<file path="src/rtl/core/bounded_random_generator_macros.svh">
// Assertion macros for the bounded random generator.
// Assumes clk_i and rst_ni are visible at the point of use.
`ifndef BOUNDED_RANDOM_GENERATOR_MACROS_SVH
`define BOUNDED_RANDOM_GENERATOR_MACROS_SVH

// Same-cycle implication, disabled during reset.
`define BRG_ASSERT_NOW(label, ante, cons, msg) \
  label: assert property (@(posedge clk_i) disable iff (!rst_ni) (ante) |-> (cons)) \
    else $error(msg);

// Next-cycle implication, disabled during reset.
`define BRG_ASSERT_NEXT(label, ante, cons, msg) \
  label: assert property (@(posedge clk_i) disable iff (!rst_ni) (ante) |=> (cons)) \
    else $error(msg);

`endif

</file>
<file path="src/rtl/core/brg_pkg.sv">
// Shared constants and types for the bounded random generator.
// No dependencies.
package brg_pkg;

  localparam int unsigned DataW = 32;

  localparam logic [DataW-1:0] GoldenStep = 32'h9E37_79B9;
  localparam logic [DataW-1:0] MixMulA    = 32'h21F0_AAAD;
  localparam logic [DataW-1:0] MixMulB    = 32'h735A_2D97;

  typedef struct packed {
    logic             done;
    logic [DataW-1:0] rem;
  } brg_mod_rsp_t;

endpackage

</file>
<file path="src/rtl/core/brg_mod_unit.sv">
// Iterative 32-bit remainder unit, one restoring step per cycle.
// Depends on brg_pkg.
module brg_mod_unit import brg_pkg::*; (
  input  logic             clk_i,
  input  logic             rst_ni,
  input  logic             start_i,
  input  logic [DataW-1:0] dividend_i,
  input  logic [DataW-1:0] divisor_i,
  output brg_mod_rsp_t     rsp_o
);

  localparam int unsigned CntW = $clog2(DataW);

  logic             busy_q, busy_d;
  logic             done_q, done_d;
  logic [CntW-1:0]  cnt_q, cnt_d;
  logic [DataW-1:0] rem_q, rem_d;
  logic [DataW-1:0] dvd_q, dvd_d;
  logic [DataW-1:0] dvs_q, dvs_d;
  logic [DataW:0]   trial;
  logic [DataW:0]   diff;

  assign trial = {rem_q, dvd_q[DataW-1]};
  assign diff  = trial - {1'b0, dvs_q};

  always_comb begin
    busy_d = busy_q;
    done_d = 1'b0;
    cnt_d  = cnt_q;
    rem_d  = rem_q;
    dvd_d  = dvd_q;
    dvs_d  = dvs_q;
    if (start_i) begin
      busy_d = 1'b1;
      cnt_d  = '0;
      rem_d  = '0;
      dvd_d  = dividend_i;
      dvs_d  = divisor_i;
    end else if (busy_q) begin
      rem_d = diff[DataW] ? trial[DataW-1:0] : diff[DataW-1:0];
      dvd_d = {dvd_q[DataW-2:0], 1'b0};
      cnt_d = cnt_q + 1'b1;
      if (cnt_q == CntW'(DataW - 1)) begin
        busy_d = 1'b0;
        done_d = 1'b1;
      end
    end
  end

  always_ff @(posedge clk_i or negedge rst_ni) begin
    if (!rst_ni) begin
      busy_q <= 1'b0;
      done_q <= 1'b0;
      cnt_q  <= '0;
    end else begin
      busy_q <= busy_d;
      done_q <= done_d;
      cnt_q  <= cnt_d;
    end
  end

  always_ff @(posedge clk_i) begin
    rem_q <= rem_d;
    dvd_q <= dvd_d;
    dvs_q <= dvs_d;
  end

  assign rsp_o.done = done_q;
  assign rsp_o.rem  = rem_q;

endmodule

</file>
<file path="src/rtl/core/bounded_random_generator.sv">
// Bounded random generator: one request in, one result out. A request takes one
// or more draws (usually 1, fewer than 2 on average); each draw passes through
// the mixer states DRAW, MULA, MULB and MIXF, which run the two multiplies
// through one shared 32x32 multiplier, and then waits in MOD for the
// bit-serial remainder unit. The input is ready again in the same cycle that
// the result appears at the output. A full-range request takes the mixer
// output directly and skips the remainder unit, and a request with its bounds
// out of order goes straight to the done state. The input is not ready while
// a request is in progress; the output register lets the next request start
// while a result waits, and a finished request waits until that register is
// free. Writing the seed loads the counter and must happen while the block
// is idle.
// Depends on brg_pkg, brg_mod_unit and bounded_random_generator_macros.svh.
`include "bounded_random_generator_macros.svh"

module bounded_random_generator import brg_pkg::*; (
  input  logic             clk_i,
  input  logic             rst_ni,
  input  logic             seed_we_i,
  input  logic [DataW-1:0] seed_i,
  input  logic             in_valid_i,
  output logic             in_ready_o,
  input  logic [DataW-1:0] low_bound_i,
  input  logic [DataW-1:0] high_bound_i,
  output logic             out_valid_o,
  input  logic             out_ready_i,
  output logic [DataW-1:0] value_o,
  output logic             bad_bounds_o
);

  localparam logic [2:0] S_IDLE = 3'd0;
  localparam logic [2:0] S_DRAW = 3'd1;
  localparam logic [2:0] S_MULA = 3'd2;
  localparam logic [2:0] S_MULB = 3'd3;
  localparam logic [2:0] S_MIXF = 3'd4;
  localparam logic [2:0] S_MOD  = 3'd5;
  localparam logic [2:0] S_DONE = 3'd6;

  logic [2:0]       state_q, state_d;
  logic [DataW-1:0] weyl_q, weyl_d;
  logic [DataW-1:0] mix_q, mix_d;
  logic [DataW-1:0] lo_q, lo_d;
  logic [DataW-1:0] range_q, range_d;
  logic             full_q, full_d;
  logic [DataW-1:0] res_q, res_d;
  logic             res_bad_q, res_bad_d;
  logic             out_valid_q, out_valid_d;
  logic [DataW-1:0] value_q, value_d;
  logic             bad_q, bad_d;

  logic [DataW-1:0] mul_op;
  logic [DataW-1:0] mul_k;
  logic [DataW-1:0] prod;
  logic [DataW-1:0] mix_fin;
  logic [DataW-1:0] accept_diff;
  logic [DataW-1:0] accept_lim;
  logic             mod_start;
  brg_mod_rsp_t     mod_rsp;
  logic             in_xfer;

  assign in_xfer = in_valid_i && in_ready_o;

  // shared multiplier
  assign mul_op  = (state_q == S_MULA) ? mix_q : (mix_q ^ (mix_q >> 15));
  assign mul_k   = (state_q == S_MULA) ? MixMulA : MixMulB;
  assign prod    = mul_op * mul_k;
  assign mix_fin = mix_q ^ (mix_q >> 15);

  assign accept_diff = mix_q - mod_rsp.rem;
  assign accept_lim  = '0 - range_q;

  brg_mod_unit u_mod (
    .clk_i      (clk_i),
    .rst_ni     (rst_ni),
    .start_i    (mod_start),
    .dividend_i (mix_fin),
    .divisor_i  (range_q),
    .rsp_o      (mod_rsp)
  );

  always_comb begin
    state_d     = state_q;
    weyl_d      = weyl_q;
    mix_d       = mix_q;
    lo_d        = lo_q;
    range_d     = range_q;
    full_d      = full_q;
    res_d       = res_q;
    res_bad_d   = res_bad_q;
    out_valid_d = out_valid_q;
    value_d     = value_q;
    bad_d       = bad_q;
    mod_start   = 1'b0;

    if (out_valid_q && out_ready_i) begin
      out_valid_d = 1'b0;
    end

    case (state_q)
      S_IDLE: begin
        if (in_valid_i) begin
          lo_d    = low_bound_i;
          range_d = high_bound_i - low_bound_i + 1'b1;
          full_d  = (low_bound_i == '0) && (high_bound_i == '1);
          if (low_bound_i > high_bound_i) begin
            res_d     = '0;
            res_bad_d = 1'b1;
            state_d   = S_DONE;
          end else begin
            res_bad_d = 1'b0;
            state_d   = S_DRAW;
          end
        end
      end
      S_DRAW: begin
        mix_d   = weyl_q ^ (weyl_q >> 16);
        weyl_d  = weyl_q + GoldenStep;
        state_d = S_MULA;
      end
      S_MULA: begin
        mix_d   = prod;
        state_d = S_MULB;
      end
      S_MULB: begin
        mix_d   = prod;
        state_d = S_MIXF;
      end
      S_MIXF: begin
        mix_d = mix_fin;
        if (full_q) begin
          res_d   = mix_fin;
          state_d = S_DONE;
        end else begin
          mod_start = 1'b1;
          state_d   = S_MOD;
        end
      end
      S_MOD: begin
        if (mod_rsp.done) begin
          if (accept_diff > accept_lim) begin
            state_d = S_DRAW;
          end else begin
            res_d   = lo_q + mod_rsp.rem;
            state_d = S_DONE;
          end
        end
      end
      S_DONE: begin
        if (!out_valid_q || out_ready_i) begin
          out_valid_d = 1'b1;
          value_d     = res_q;
          bad_d       = res_bad_q;
          state_d     = S_IDLE;
        end
      end
      default: begin
        state_d = S_IDLE;
      end
    endcase

    if (seed_we_i) begin
      weyl_d = seed_i;
    end
  end

  always_ff @(posedge clk_i or negedge rst_ni) begin
    if (!rst_ni) begin
      state_q     <= S_IDLE;
      weyl_q      <= '0;
      out_valid_q <= 1'b0;
    end else begin
      state_q     <= state_d;
      weyl_q      <= weyl_d;
      out_valid_q <= out_valid_d;
    end
  end

  always_ff @(posedge clk_i) begin
    mix_q     <= mix_d;
    lo_q      <= lo_d;
    range_q   <= range_d;
    full_q    <= full_d;
    res_q     <= res_d;
    res_bad_q <= res_bad_d;
    value_q   <= value_d;
    bad_q     <= bad_d;
  end

  assign in_ready_o   = (state_q == S_IDLE);
  assign out_valid_o  = out_valid_q;
  assign value_o      = value_q;
  assign bad_bounds_o = bad_q;

  `BRG_ASSERT_NOW(a_bad_value_zero, out_valid_o && bad_bounds_o, value_o == '0, "bad bounds with nonzero value")
  `BRG_ASSERT_NOW(a_mod_done_in_mod, mod_rsp.done, state_q == S_MOD, "remainder done outside wait state")
  `BRG_ASSERT_NOW(a_rem_in_range, mod_rsp.done, mod_rsp.rem < range_q, "remainder not below range")
  `BRG_ASSERT_NEXT(a_bad_keeps_weyl, in_xfer && !seed_we_i && (low_bound_i > high_bound_i), weyl_q == $past(weyl_q), "counter moved on bad bounds")

endmodule

</file>
<file path="config.mk">
export PLATFORM = sky130hd
export DESIGN_NAME = bounded_random_generator
export DESIGN_NICKNAME = d
export VERILOG_FILES = /design/src/rtl/core/brg_pkg.sv /design/src/rtl/core/brg_mod_unit.sv /design/src/rtl/core/bounded_random_generator.sv
export VERILOG_INCLUDE_DIRS = /design/src /design/src/rtl/core
export SDC_FILE = /design/constraint.sdc
export NUM_CORES = 2
export LEC_CHECK = 0
export BUFFER_PORTS_ARGS = -buffer_cell sky130_fd_sc_hd__buf_2
export CORE_ASPECT_RATIO = 1.5
export CORE_MARGIN = 3
export CORE_UTILIZATION = 40
export DETAILED_ROUTE_END_ITERATION = 8
export PLACE_DENSITY_LB_ADDON = 0.2
export SYNTH_ARGS = -nofsm -noshare
export SYNTH_HDL_FRONTEND = slang
export SYNTH_HIERARCHICAL = 1
export SYNTH_SLANG_ARGS = --single-unit
</file>
<file path="constraint.sdc">
create_clock -name clk_i -period 15.6 [get_ports clk_i]
set_input_delay 4.68 -clock clk_i [delete_from_list [all_inputs] [get_ports clk_i]]
set_output_delay 4.68 -clock clk_i [all_outputs]
set_load 0.02 [all_outputs]
</file>
==> impl_metrics.py <==
metrics = {
    "outcome": {
        "outcome": "completed",
    },
    "clocking": {
        "cts.sinks": 302,
        "cts_buffers": 35,
        "htree_num_levels": 2,
        "hold_buffers": 0,
        "ctsResizeCount": 0,
        "tritoncts": "yes",
        "cts_root_buf": "clkbuf_16",
        "worstSkewPairLatency_ns": 0.59,
        "post_cts_buffers": 0,
        "clk_pin_slew_ns": 0.07,
        "clock_path_buffers": 3,
    },
    "route": {
        "routedWlPerCell_um": 22.6,
        "num_vias": 24800,
        "wirelength_um": 104000,
        "drc": 0,
        "antenna_left": 0,
        "detail_route.vias_per_cell": 5.41,
        "drt_iter0_drc": 1468,
        "dr.pass1.iters": 7,
    },
    "logic_synthesis": {
        "yosys_warnings": 6,
        "synth_top_area_frac": 0.208,
        "synthFlopType": "edfxtp_1",
        "yosysSeqAreaShare": 0.261,
        "syn-cell-area_um2": 32700,
        "synth_top_cell_by_area": "edfxtp_1",
        "synthArstFlopShare": 0.142,
        "synth_area_leaders": "edfxtp_1, fa_1, ha_1",
        "ys_ff_latch": 302,
        "yosys.cell_types.count": 93,
        "synthCells": 3395,
        "synth_edf_count": 227,
        "avgSynthCellArea_um2": 9.63,
    },
    "layout": {
        "nFillCells": 7998,
        "diodes": 0,
        "synthToLayoutAreaGrowth_pct": 9.22,
        "finalInstanceArea_um2": 35700,
        "multiInputGateArea_um2": 21700,
        "layout-drive-gt1-share": 0.0851,
        "regArea_um2": 8530,
        "nets": 4319,
    },
    "placed_design": {
        "pre_cts_ws_ns": 6.98,
        "place.gp.congestion": 0.991,
        "dpl-instance-area_um2": 34600,
        "port_buffers": 135,
        "dp_hpwl_um": 87700,
    },
    "timing": {
        "fin_ws_ns": 6.85,
        "period_share": 0.561,
        "report.final.setup_viol": 0,
        "maxSlewHeadroom": 0.256,
        "finalHoldViolCount": 0,
        "clock.fmax_mhz": 114,
        "rsz0062_at_grt": "false",
        "worstMarginPinSlew_ns": 1.10,
        "slew_viol_final": 0,
        "fin_skew_ns": 0.0537,
        "holdWs_ns": 0.416,
        "fin_crit_ns": 8.75,
        "fin_tns_setup_ns": 0,
    },
    "grt": {
        "grt_pass1_vias": 26400,
        "grt.total_usage": 0.247,
        "grt_max_degree": 67,
        "antenna_found_initial": 3,
        "grt_first_pass_wirelength_um": 156000,
        "grt-ovfl-total": 0,
    },
    "min_path": {
        "min_from": "res_q[23]",
        "hp-class": "reg2reg",
    },
    "worst_setup_path": {
        "start_kind": "flip-flop",
        "rrSetupSlack_ns": 6.85,
        "crit_start": "state_q[2]",
        "arrival_ns": 9.02,
        "critPathKind": "reg2reg",
        "worstPathMaxFanout": 31,
        "required_ns": 15.87,
        "endpoint_kind": "flip-flop",
        "reg2reg_from": "state_q[2]",
    },
    "floorplanning": {
        "dieArea_um2": 85300,
        "core_um2": 80600,
        "num_rows": 127,
        "start_util": 0.406,
        "fp.dieW_um": 239,
        "pin_count": 136,
        "die_height_um": 356,
    },
    "job": {
        "drv_cap": 0,
    },
}
[synthesized netlist by cell type (8+ instances only)]
| library cell | instances |
|---|---|
| a311oi_1 | 8 |
| nand4_1 | 33 |
| mux2_2 | 33 |
| a211oi_2 | 10 |
| xor2_1 | 100 |
| fa_1 | 280 |
| ha_1 | 404 |
| dfrtp_1 | 43 |
| or3_1 | 20 |
| nand2_1 | 231 |
| edfxtp_1 | 227 |
| a31oi_1 | 16 |
| mux2i_1 | 16 |
| o21bai_1 | 15 |
| nor4_1 | 23 |
| a211o_1 | 11 |
| nor2_1 | 191 |
| o211ai_1 | 18 |
| a211oi_1 | 38 |
| nand3_1 | 49 |
| nor3_1 | 53 |
| o21a_1 | 30 |
| nor2b_1 | 26 |
| o221ai_1 | 13 |
| clkbuf_1 | 57 |
| o22ai_1 | 9 |
| buf_2 | 8 |
| and3_1 | 19 |
| a2111oi_0 | 8 |
| o31ai_1 | 12 |
| xnor2_1 | 178 |
| a21oi_1 | 156 |
| nand2b_1 | 24 |
| o21ai_0 | 172 |
| dfxtp_1 | 32 |
| inv_1 | 583 |
| or2_2 | 13 |
| and2_1 | 30 |
| a21o_1 | 81 |
[sequential cells by signal (all words and copies together), names as in the netlist]
register / flops
u_mod/dvd_q: 32
u_mod/cnt_q: 5
weyl_q: 32
res_q: 32
bad_bounds_o: 1
full_q: 1
value_o: 32
mix_q: 32
lo_q: 32
res_bad_q: 1
u_mod/busy_q: 1
u_mod/done_q: 1
u_mod/dvs_q: 32
state_q: 3
range_q: 32
u_mod/rem_q: 32
out_valid_o: 1
[stage by stage]
stage | utilization | cells
finish | 0.443 | 4592
global placement | 0.430 | 4529
floorplan | - | 3418
CTS | 0.443 | 4592
global route | 0.443 | 4592
detailed placement | 0.430 | 4529
[layout make-up]
class,count,share of cell area
inverters,585,0.0616
clock inverters,26,0.00645
clock buffers,37,0.0247
repair buffers,159,0.0240
flip-flops and latches,302,0.239
multi-input cells,2451,0.608
well taps,1032,0.0361
[metal layers]
layer | up-vias | part of all wire | track usage
met1 | 12100 | 0.35 | 0.261
met2 | 668 | 0.53 | 0.465
met3 | 256 | 0.037 | 0.0215
met5 | - | 0 | 0
li1 | 11800 | - | -
met4 | 0 | 0.078 | 0.159
[cells by family (layout without fill, tap and decap cells)]
logic type      after synthesis  after routing  share of synthesized area
fa+ha+maj                   684            684                      0.326
xor+xnor                    279            279                     0.0750
compound gates              663            663                      0.133
simple gates                750            750                      0.110
flops                       302            302                      0.261
mux                          50             50                     0.0166
buf+inv                     665            807                     0.0786
other cells                   2             25                   0.000230
[worst max-delay path: stages (launching register included)]
cell	delay, ns
dfrtp_1	0.73
or3b_1	0.21
buf_4	0.35
nand2_1	0.25
xor2_1	0.40
inv_1	0.24
ha_1	0.33
inv_1	0.05
fa_1	0.42
inv_1	0.08
fa_1	0.40
inv_1	0.07
fa_1	0.41
inv_1	0.11
fa_1	0.46
fa_1	0.52
fa_1	0.58
fa_1	0.44
ha_1	0.40
nand3_1	0.16
a2111oi_0	0.51
o211ai_1	0.25
nand3_1	0.29
a31oi_1	0.16
nor2_1	0.15
o41a_1	0.16
xnor2_1	0.11
o21ai_0	0.11
[cells in the final DEF (no fill, tap or decap), types with 100 or more instances in the layout]
cell / Yosys / routed
o21ai_0: 172 / 172
a21oi_1: 156 / 156
nor2_1: 191 / 188
nand2_1: 231 / 231
fa_1: 280 / 280
inv_1: 583 / 583
xnor2_1: 178 / 177
buf_2: 8 / 135
ha_1: 404 / 404
edfxtp_1: 227 / 227
xor2_1: 100 / 100
[worst paths after layout]
check,end,cells past startpoint
setup / recovery,mix_q[31],27
hold / removal,value_o[23],0
setup reg to reg,mix_q[31],27
hold reg to reg,value_o[23],0
max in group asynchronous,u_mod/busy_q,1
min in group asynchronous,u_mod/cnt_q[2],1
Power is not shown: default switching activity piles up to over one toggle a cycle in this logic, so the estimate is an artifact.
